--- config.mk ---
export PLATFORM = sky130hd
export DESIGN_NAME = biquad_bandpass_zero_crossing_flat
export DESIGN_NICKNAME = d
export VERILOG_FILES = /design/src/rtl/bqzc_pkg.sv /design/src/rtl/bqzc_ifs.sv /design/src/rtl/bqzc_ctrl.sv /design/src/rtl/bqzc_dp.sv /design/src/rtl/biquad_bandpass_zero_crossing.sv /design/src/flat_wrapper.sv
export VERILOG_INCLUDE_DIRS = /design/src /design/src/rtl
export SDC_FILE = /design/constraint.sdc
export NUM_CORES = 2
export LEC_CHECK = 0
export BUFFER_PORTS_ARGS = -buffer_cell sky130_fd_sc_hd__buf_2
export CAP_MARGIN = 20
export CORE_MARGIN = 1.5
export CORE_UTILIZATION = 36
export CTS_CLUSTER_DIAMETER = 50
export DETAILED_ROUTE_END_ITERATION = 10
export PLACE_DENSITY = 0.62
export SETUP_SLACK_MARGIN = 0.15
export SLEW_MARGIN = 20
export SYNTH_ARGS = -nofsm -noshare
export SYNTH_HDL_FRONTEND = slang
export SYNTH_SLANG_ARGS = --single-unit
--- constraint.sdc ---
create_clock -name clk -period 10.6 [get_ports clk]
set_input_delay 2.12 -clock clk [delete_from_list [all_inputs] [get_ports clk]]
set_output_delay 2.12 -clock clk [all_outputs]
set_load 0.01 [all_outputs]
--- src/rtl/assert_macros.svh ---
// Assertion macros included by bqzc_ctrl.sv
`ifndef ASSERT_MACROS_SVH
`define ASSERT_MACROS_SVH
`ifndef SYNTHESIS
// same-cycle implication
`define ASSERT_SAME(lbl, clk, rst_n, ante, cons) \
	lbl: assert property (@(posedge clk) disable iff (!rst_n) (ante) |-> (cons)) \
		else $error("%m: same-cycle check failed");
// next-cycle implication
`define ASSERT_NEXT(lbl, clk, rst_n, ante, cons) \
	lbl: assert property (@(posedge clk) disable iff (!rst_n) (ante) |=> (cons)) \
		else $error("%m: next-cycle check failed");
`else
`define ASSERT_SAME(lbl, clk, rst_n, ante, cons)
`define ASSERT_NEXT(lbl, clk, rst_n, ante, cons)
`endif
`endif

--- src/rtl/bqzc_pkg.sv ---
// Shared constants and types for the biquad band-pass zero-crossing block
package bqzc_pkg;
	localparam int STAGES  = 2;
	localparam int STAGE_W = (STAGES > 1) ? $clog2(STAGES) : 1;
	localparam int SMP_W   = 16;
	localparam int PROD_W  = 2 * SMP_W;
	localparam int ACC_W   = PROD_W + 2;
	localparam int TAP_W   = 3;
	localparam int RUN_W   = 8;
	localparam int CNT_W   = 32;
	localparam int CFG_IDX_W = 3;
	localparam int CFG_W   = 48;

	// tap sequence within one section
	localparam logic [TAP_W-1:0] TAP_B0 = 3'd0;
	localparam logic [TAP_W-1:0] TAP_B1 = 3'd1;
	localparam logic [TAP_W-1:0] TAP_B2 = 3'd2;
	localparam logic [TAP_W-1:0] TAP_A1 = 3'd3;
	localparam logic [TAP_W-1:0] TAP_A2 = 3'd4;

	// register indexes
	localparam logic [CFG_IDX_W-1:0] CFG_S0_FF   = 3'd0;
	localparam logic [CFG_IDX_W-1:0] CFG_S0_FB   = 3'd1;
	localparam logic [CFG_IDX_W-1:0] CFG_S1_FF   = 3'd2;
	localparam logic [CFG_IDX_W-1:0] CFG_S1_FB   = 3'd3;
	localparam logic [CFG_IDX_W-1:0] CFG_POST_SH = 3'd4;
	localparam logic [CFG_IDX_W-1:0] CFG_RUN_THR = 3'd5;

	// register defaults
	localparam logic [47:0] S0_FF_RST = 48'h3E97_82D1_3E97;
	localparam logic [31:0] S0_FB_RST = 32'hC2C9_7D27;
	localparam logic [47:0] S1_FF_RST = 48'h0257_04AE_0257;
	localparam logic [31:0] S1_FB_RST = 32'hDD9F_5903;
	localparam logic [1:0]  POST_SH_RST = 2'd1;
	localparam logic [RUN_W-1:0] RUN_THR_RST = 8'd3;

	typedef struct packed {
		logic               load;     // latch new sample, clear accumulator
		logic               mul;      // form product for current tap
		logic               acc;      // add previous product
		logic               fin;      // close section: shift, saturate, shift history
		logic               out_load; // update run counter, fill output register
		logic [TAP_W-1:0]   tap;
		logic [STAGE_W-1:0] stage;
	} bqzc_cmd_t;
endpackage

--- src/rtl/bqzc_ifs.sv ---
// Valid/ready channel interfaces for samples and results
interface bqzc_in_if;
	logic              valid;
	logic              ready;
	logic signed [15:0] sample;
	logic              batch_end;

	modport source (output valid, output sample, output batch_end, input ready);
	modport sink (input valid, input sample, input batch_end, output ready);
endinterface

interface bqzc_out_if;
	logic               valid;
	logic               ready;
	logic signed [15:0] filtered;
	logic               crossing;
	logic [31:0]        crossing_count;
	logic               batch_last;

	modport source (output valid, output filtered, output crossing, output crossing_count,
		output batch_last, input ready);
	modport sink (input valid, input filtered, input crossing, input crossing_count,
		input batch_last, output ready);
endinterface

--- src/rtl/bqzc_ctrl.sv ---
// Sequencer for the shared multiply-accumulate datapath
`include "assert_macros.svh"
module bqzc_ctrl (
	input  logic               clk,
	input  logic               arst_n,
	input  logic               in_valid,
	output logic               in_ready,
	output logic               out_valid,
	input  logic               out_ready,
	output bqzc_pkg::bqzc_cmd_t cmd
);
	import bqzc_pkg::*;

	typedef enum logic [1:0] {
		S_IDLE,
		S_MAC,
		S_LAST,
		S_DONE
	} state_t;

	state_t             state_q;
	logic [TAP_W-1:0]   tap_q;
	logic [STAGE_W-1:0] stage_q;
	logic               out_valid_q;
	logic               out_free;

	assign out_free  = !out_valid_q || out_ready;
	assign in_ready  = (state_q == S_IDLE);
	assign out_valid = out_valid_q;

	always_comb begin
		cmd          = '0;
		cmd.tap      = tap_q;
		cmd.stage    = stage_q;
		cmd.load     = (state_q == S_IDLE) && in_valid;
		cmd.mul      = (state_q == S_MAC);
		cmd.acc      = ((state_q == S_MAC) && (tap_q != TAP_B0)) || (state_q == S_LAST);
		cmd.fin      = (state_q == S_LAST);
		cmd.out_load = (state_q == S_DONE) && out_free;
	end

	always_ff @(posedge clk or negedge arst_n) begin
		if (!arst_n) begin
			state_q     <= S_IDLE;
			tap_q       <= TAP_B0;
			stage_q     <= '0;
			out_valid_q <= 1'b0;
		end else begin
			if (cmd.out_load)
				out_valid_q <= 1'b1;
			else if (out_ready)
				out_valid_q <= 1'b0;

			case (state_q)
				S_IDLE: begin
					if (in_valid) begin
						state_q <= S_MAC;
						tap_q   <= TAP_B0;
						stage_q <= '0;
					end
				end
				S_MAC: begin
					if (tap_q == TAP_A2)
						state_q <= S_LAST;
					else
						tap_q <= tap_q + TAP_W'(1);
				end
				S_LAST: begin
					tap_q <= TAP_B0;
					if (stage_q == STAGE_W'(STAGES - 1)) begin
						state_q <= S_DONE;
					end else begin
						stage_q <= stage_q + STAGE_W'(1);
						state_q <= S_MAC;
					end
				end
				S_DONE: begin
					if (out_free)
						state_q <= S_IDLE;
				end
				default: state_q <= S_IDLE;
			endcase
		end
	end

	`ASSERT_SAME(a_load_slot_free, clk, arst_n, cmd.out_load, !out_valid_q || out_ready)
	`ASSERT_NEXT(a_load_sets_valid, clk, arst_n, cmd.out_load, out_valid_q)
	`ASSERT_NEXT(a_accept_starts, clk, arst_n, in_valid && in_ready, state_q == S_MAC && tap_q == TAP_B0 && stage_q == '0)
	`ASSERT_SAME(a_acc_after_mul, clk, arst_n, cmd.acc, $past(cmd.mul))
endmodule

--- src/rtl/bqzc_dp.sv ---
// Datapath: registers, coefficient/operand select, shared MAC, saturation, run counter
module bqzc_dp (
	input  logic                          clk,
	input  logic                          arst_n,
	input  bqzc_pkg::bqzc_cmd_t           cmd,
	input  logic signed [bqzc_pkg::SMP_W-1:0] sample,
	input  logic                          batch_end,
	input  logic                          cfg_we,
	input  logic [bqzc_pkg::CFG_IDX_W-1:0] cfg_index,
	input  logic [bqzc_pkg::CFG_W-1:0]    cfg_data,
	output logic signed [bqzc_pkg::SMP_W-1:0] filtered,
	output logic                          crossing,
	output logic [bqzc_pkg::CNT_W-1:0]    crossing_count,
	output logic                          batch_last
);
	import bqzc_pkg::*;

	localparam logic signed [ACC_W-1:0] SAT_HI = ACC_W'(32767);
	localparam logic signed [ACC_W-1:0] SAT_LO = -ACC_W'(32768);
	localparam logic [RUN_W-1:0] RUN_MAX = {RUN_W{1'b1}};

	logic [47:0]      s0_ff_q, s1_ff_q;
	logic [31:0]      s0_fb_q, s1_fb_q;
	logic [1:0]       post_sh_q;
	logic [RUN_W-1:0] run_thr_q;

	logic signed [SMP_W-1:0] hist_q [STAGES][4];
	logic signed [SMP_W-1:0] x_q;
	logic                    batch_q;
	logic signed [PROD_W-1:0] prod_s1;
	logic signed [ACC_W-1:0]  acc_q;
	logic [RUN_W-1:0]        run_q;
	logic [CNT_W-1:0]        cnt_q;

	logic signed [SMP_W-1:0] filt_q;
	logic                    cross_q;
	logic                    last_q;

	logic [47:0]             ff_sel;
	logic [31:0]             fb_sel;
	logic signed [SMP_W-1:0] coef;
	logic signed [SMP_W-1:0] opnd;
	logic signed [ACC_W-1:0] acc_next;
	logic signed [ACC_W-1:0] shifted;
	logic [3:0]              sh;
	logic signed [SMP_W-1:0] y;
	logic [RUN_W-1:0]        run_next;
	logic                    fire;

	always_comb begin
		ff_sel = (cmd.stage == '0) ? s0_ff_q : s1_ff_q;
		fb_sel = (cmd.stage == '0) ? s0_fb_q : s1_fb_q;
		case (cmd.tap)
			TAP_B0: begin coef = ff_sel[15:0];  opnd = x_q; end
			TAP_B1: begin coef = ff_sel[31:16]; opnd = hist_q[cmd.stage][0]; end
			TAP_B2: begin coef = ff_sel[47:32]; opnd = hist_q[cmd.stage][1]; end
			TAP_A1: begin coef = fb_sel[15:0];  opnd = hist_q[cmd.stage][2]; end
			TAP_A2: begin coef = fb_sel[31:16]; opnd = hist_q[cmd.stage][3]; end
			default: begin coef = '0; opnd = '0; end
		endcase
	end

	// accumulate, floor shift, saturate
	always_comb begin
		acc_next = acc_q + ACC_W'(prod_s1);
		sh       = 4'd15 - {2'b00, post_sh_q};
		shifted  = acc_next >>> sh;
		if (shifted > SAT_HI)
			y = SMP_W'(SAT_HI);
		else if (shifted < SAT_LO)
			y = SMP_W'(SAT_LO);
		else
			y = shifted[SMP_W-1:0];
	end

	always_comb begin
		run_next = run_q;
		fire     = 1'b0;
		if (x_q[SMP_W-1]) begin
			run_next = '0;
		end else if (run_q != RUN_MAX) begin
			run_next = run_q + RUN_W'(1);
			fire     = (run_next == run_thr_q);
		end
	end

	always_ff @(posedge clk or negedge arst_n) begin
		if (!arst_n) begin
			s0_ff_q   <= S0_FF_RST;
			s0_fb_q   <= S0_FB_RST;
			s1_ff_q   <= S1_FF_RST;
			s1_fb_q   <= S1_FB_RST;
			post_sh_q <= POST_SH_RST;
			run_thr_q <= RUN_THR_RST;
			for (int s = 0; s < STAGES; s++)
				for (int k = 0; k < 4; k++)
					hist_q[s][k] <= '0;
			run_q <= '0;
			cnt_q <= '0;
		end else begin
			if (cfg_we) begin
				case (cfg_index)
					CFG_S0_FF:   s0_ff_q   <= cfg_data[47:0];
					CFG_S0_FB:   s0_fb_q   <= cfg_data[31:0];
					CFG_S1_FF:   s1_ff_q   <= cfg_data[47:0];
					CFG_S1_FB:   s1_fb_q   <= cfg_data[31:0];
					CFG_POST_SH: post_sh_q <= cfg_data[1:0];
					CFG_RUN_THR: run_thr_q <= cfg_data[RUN_W-1:0];
					default: ;
				endcase
			end
			if (cmd.fin) begin
				hist_q[cmd.stage][1] <= hist_q[cmd.stage][0];
				hist_q[cmd.stage][0] <= x_q;
				hist_q[cmd.stage][3] <= hist_q[cmd.stage][2];
				hist_q[cmd.stage][2] <= y;
			end
			if (cmd.out_load) begin
				run_q <= run_next;
				if (fire)
					cnt_q <= cnt_q + CNT_W'(1);
			end
		end
	end

	// working registers, no reset needed
	always_ff @(posedge clk) begin
		if (cmd.load) begin
			x_q     <= sample;
			batch_q <= batch_end;
		end else if (cmd.fin) begin
			x_q <= y; // section output feeds the next section
		end
		if (cmd.mul)
			prod_s1 <= coef * opnd;
		if (cmd.load || cmd.fin)
			acc_q <= '0;
		else if (cmd.acc)
			acc_q <= acc_next;
		if (cmd.out_load) begin
			filt_q  <= x_q;
			cross_q <= fire;
			last_q  <= batch_q;
		end
	end

	assign filtered       = filt_q;
	assign crossing       = cross_q;
	assign crossing_count = cnt_q;
	assign batch_last     = last_q;
endmodule

--- src/rtl/biquad_bandpass_zero_crossing.sv ---
// Two-section Q15 biquad cascade with rising zero-crossing counter, top level
// One shared 16x16 multiplier works through five products per section, in sequence;
// a new sample is accepted only once the previous result is in the output register.
// The output register holds a result until taken; the next sample waits only for it.
// Reset: clears filter history, run and crossing counters; registers take defaults.
module biquad_bandpass_zero_crossing (
	input  logic                           clk,
	input  logic                           arst_n,
	bqzc_in_if.sink                        in_ch,
	bqzc_out_if.source                     out_ch,
	input  logic                           cfg_we,
	input  logic [bqzc_pkg::CFG_IDX_W-1:0] cfg_index,
	input  logic [bqzc_pkg::CFG_W-1:0]     cfg_data
);
	import bqzc_pkg::*;

	bqzc_cmd_t cmd;
	logic      in_ready;
	logic      out_valid;

	bqzc_ctrl u_ctrl (
		.clk       (clk),
		.arst_n    (arst_n),
		.in_valid  (in_ch.valid),
		.in_ready  (in_ready),
		.out_valid (out_valid),
		.out_ready (out_ch.ready),
		.cmd       (cmd)
	);

	bqzc_dp u_dp (
		.clk            (clk),
		.arst_n         (arst_n),
		.cmd            (cmd),
		.sample         (in_ch.sample),
		.batch_end      (in_ch.batch_end),
		.cfg_we         (cfg_we),
		.cfg_index      (cfg_index),
		.cfg_data       (cfg_data),
		.filtered       (out_ch.filtered),
		.crossing       (out_ch.crossing),
		.crossing_count (out_ch.crossing_count),
		.batch_last     (out_ch.batch_last)
	);

	assign in_ch.ready  = in_ready;
	assign out_ch.valid = out_valid;
endmodule

--- src/flat_wrapper.sv ---
// flat-port wrapper written by rule: the top's interface ports become plain ports
module biquad_bandpass_zero_crossing_flat import bqzc_pkg::*;
  (clk, arst_n, cfg_we, cfg_index, cfg_data, in_ch_valid, in_ch_sample, in_ch_batch_end, in_ch_ready, out_ch_valid, out_ch_filtered, out_ch_crossing, out_ch_crossing_count, out_ch_batch_last, out_ch_ready);
  bqzc_in_if in_ch_i ();
  bqzc_out_if out_ch_i ();
  input  logic clk;
  input  logic arst_n;
  input  logic cfg_we;
  input  logic [bqzc_pkg::CFG_IDX_W-1:0] cfg_index;
  input  logic [bqzc_pkg::CFG_W-1:0] cfg_data;
  input wire logic [$bits(in_ch_i.valid)-1:0] in_ch_valid;
  input wire logic [$bits(in_ch_i.sample)-1:0] in_ch_sample;
  input wire logic [$bits(in_ch_i.batch_end)-1:0] in_ch_batch_end;
  output wire logic [$bits(in_ch_i.ready)-1:0] in_ch_ready;
  output wire logic [$bits(out_ch_i.valid)-1:0] out_ch_valid;
  output wire logic [$bits(out_ch_i.filtered)-1:0] out_ch_filtered;
  output wire logic [$bits(out_ch_i.crossing)-1:0] out_ch_crossing;
  output wire logic [$bits(out_ch_i.crossing_count)-1:0] out_ch_crossing_count;
  output wire logic [$bits(out_ch_i.batch_last)-1:0] out_ch_batch_last;
  input wire logic [$bits(out_ch_i.ready)-1:0] out_ch_ready;
  assign in_ch_i.valid = in_ch_valid;
  assign in_ch_i.sample = in_ch_sample;
  assign in_ch_i.batch_end = in_ch_batch_end;
  assign in_ch_ready = in_ch_i.ready;
  assign out_ch_valid = out_ch_i.valid;
  assign out_ch_filtered = out_ch_i.filtered;
  assign out_ch_crossing = out_ch_i.crossing;
  assign out_ch_crossing_count = out_ch_i.crossing_count;
  assign out_ch_batch_last = out_ch_i.batch_last;
  assign out_ch_i.ready = out_ch_ready;
  biquad_bandpass_zero_crossing u_core (.clk(clk), .arst_n(arst_n), .in_ch(in_ch_i), .out_ch(out_ch_i), .cfg_we(cfg_we), .cfg_index(cfg_index), .cfg_data(cfg_data));
endmodule
==> impl_metrics.py <==
metrics = {
    "run_status": {
        "status": "completed",
    },
    "floorplan": {
        "rows": 108,
        "dieHeight_um": 300,
        "die_x_um": 300,
        "io_pins": 125,
        "core_um2": 87200,
        "die_area_um2": 90200,
        "initial_core_util": 0.365,
    },
    "yosys": {
        "synth_top_area_frac": 0.207,
        "synth_area_leaders": "dfrtp_1 (21%), fa_1 (17%), nand2_1 (7.2%), mux2_2 (6.8%), dfstp_2 (6.8%)",
        "async_flop_share": 0.774,
        "synth_top_area_cell": "dfrtp_1",
        "synth.most_common_cell": "nand2_1",
        "synth_nets": 3728,
        "syn_area_um2": 31800,
        "synth-edff-count": 67,
        "synth_cells": 3270,
        "ys_ff_latch": 446,
        "synth_top_flop_cell": "dfrtp_1",
        "syn_area_per_cell_um2": 9.73,
        "yosysWarnings": 0,
        "synthTopCellsByCount": "nand2_1 (611), inv_1 (356), fa_1 (264), dfrtp_1 (263), nor2_1 (241)",
        "ys_types": 81,
        "ys_seq_area_frac": 0.359,
    },
    "place": {
        "place_area_um2": 33800,
        "io_buffer_count": 124,
        "routabilityCongestion": 0.885,
        "dp_hpwl_mm": 64.6,
    },
    "clock_network": {
        "clk_latency_ps": 650,
        "clkTransAtPathRegs_ps": 60,
        "cts_resized": 0,
        "cts_tree": "built",
        "hold_buffers": 0,
        "h-tree-depth": 2,
        "max-clock-path-buffers": 3,
        "cts_num_sinks": 446,
        "numCtsBuffers": 57,
        "post_cts_buffers": 0,
        "cts_root_buf": "clkbuf_16",
    },
    "drt": {
        "first_iter_violations": 1671,
        "via_count": 23799,
        "wl_mm": 87.2,
        "drcViolationCount": 0,
        "ant_nets": 0,
        "viasPerCell": 5.23,
        "avgRoutedWirePerCell_um": 19.2,
        "drtPass1Iterations": 6,
    },
    "job": {
        "maxCapViolations": 0,
    },
    "critical_path": {
        "required_ps": 10940,
        "startpoint": "u_core.u_ctrl.tap_q[0]$_DFFE_PN0P_",
        "worstPathMaxFanout": 23,
        "crit_top_cell": "fa_1",
        "arrival_ps": 9190,
        "crit_type": "reg2reg",
        "crit_path_end_kind": "register",
        "cp_slowest_cell": "nor2_1",
        "cp_slowest_stage_delay_ps": 730,
        "reg2reg_from": "u_core.u_ctrl.tap_q[0]$_DFFE_PN0P_",
        "crit_path_start_kind": "register",
    },
    "global_routing": {
        "grt_max_degree": 148,
        "grt_pass1_vias": 24089,
        "overflow": 0,
        "grt_first_pass_wirelength_mm": 139,
        "gr-usage-all-layers": 0.198,
        "antenna_found_initial": 3,
    },
    "finish": {
        "final_area_um2": 35800,
        "drive_gt1_frac": 0.181,
        "area_delta_synth_final_pct": 12.6,
        "fin_nets": 3803,
    },
    "timing": {
        "fmax_ghz": 0.113,
        "clock_skew_ps": 50.1,
        "rsz0062_at_grt": "false",
        "hold_viol_final": 0,
        "min_period_ps": 8850,
        "tightest_slew_ps": 1090,
        "setup_viol": 0,
        "tns_ps": 0,
        "maxSlewHeadroom": 0.271,
        "slew_violations": 0,
        "finalCritPeriodShare": 0.835,
    },
    "hold_path": {
        "hp-start": "u_core.u_dp.acc_q[17]$_SDFFE_PP0P_",
        "min_path_type": "reg2reg",
    },
}
-- critical path, delay by kind of cell (launching register included) --
family / cells / cell delay (ps)
flops: 1 / 390
fa+ha+maj: 8 / 3390
buf+inv: 6 / 940
xor+xnor: 1 / 90
simple gates: 5 / 1720
compound gates: 8 / 1970
-- worst paths after layout --
path,to,slack (ps),cells after the start
max,u_core.u_dp.prod_s1[31]$_DFFE_PP_,1750,28
min,u_core.u_dp.acc_q[17]$_SDFFE_PP0P_,460,2
max reg2reg,u_core.u_dp.prod_s1[31]$_DFFE_PP_,1750,28
min reg2reg,u_core.u_dp.acc_q[17]$_SDFFE_PP0P_,460,2
max in group asynchronous,u_core.u_dp.hist_q[89]$_DFFE_PN0P_,7530,3
min in group asynchronous,u_core.u_dp.s1_ff_q[27]$_DFFE_PN0P_,1420,1
-- final cells by class --
type / count / area (µm²)
sequential: 446 / 11400
inverter: 356 / 1340
antenna: 2 / 5.00
tap: 1155 / 1450
multi-input combinational: 2308 / 18600
fill: 8518 / 51300
timing repair buffer: 176 / 1070
clock inverter: 37 / 423
clock buffer: 71 / 1560
-- placed cells by master (no fill, tap or decap), drive strengths merged, types with 69 or more instances in the layout --
master,count
nand2,611
inv,367
fa,264
dfrtp,263
nor2,241
mux2,193
buf,176
a21oi,145
ha,121
o21ai,98
dfstp,82
clkbuf,71
mux2i,69
-- flip-flops by register name, summed over array words and instances (netlist names), 2 cells and up --
name	count
u_core.u_dp.s1_fb_q	32
u_core.u_dp.s0_fb_q	32
u_core.u_dp.s1_ff_q	48
u_core.u_dp.hist_q	128
u_core.u_dp.filtered	16
u_core.u_dp.run_q	8
u_core.u_dp.crossing_count	32
u_core.u_dp.post_sh_q	2
u_core.u_dp.prod_s1	32
u_core.u_dp.acc_q	34
u_core.u_ctrl.state_q	2
u_core.u_dp.s0_ff_q	48
u_core.u_dp.x_q	16
u_core.u_dp.run_thr_q	8
u_core.u_ctrl.tap_q	3
-- cells by family (layout without fill, tap and decap cells) --
group | after synthesis | after routing | share of synthesized area
adder cells (fa/ha/maj) | 385 | 385 | 0.214
AND/OR/NAND/NOR | 1067 | 1067 | 0.142
flip-flops | 446 | 446 | 0.359
buffers and inverters | 516 | 640 | 0.0617
multiplexers | 268 | 268 | 0.0942
other | 0 | 2 | 0
AO/OA/AOI/OAI | 486 | 486 | 0.101
XOR/XNOR | 102 | 102 | 0.0281
-- per-stage QoR --
stage	instances	utilization	worst slack, ps	hold slack (ps)
final	4551	0.411	1750	456
after global routing	4550	0.411	1220	477
after CTS	4548	0.411	1790	458
after detailed placement	4440	0.388	1880	451
after global placement	4440	0.388	1960	443
after floorplan	3270	-	2710	400
-- layer usage --
layer,part of all wire,GRT usage,up-vias
met2,0.46,0.311,700
met4,0.025,0.0576,0
met5,0,0,-
li1,-,-,11011
met3,0.075,0.0457,123
met1,0.44,0.271,11965
Power is not shown: default switching activity piles up to over one toggle a cycle in this logic, so the estimate is an artifact.
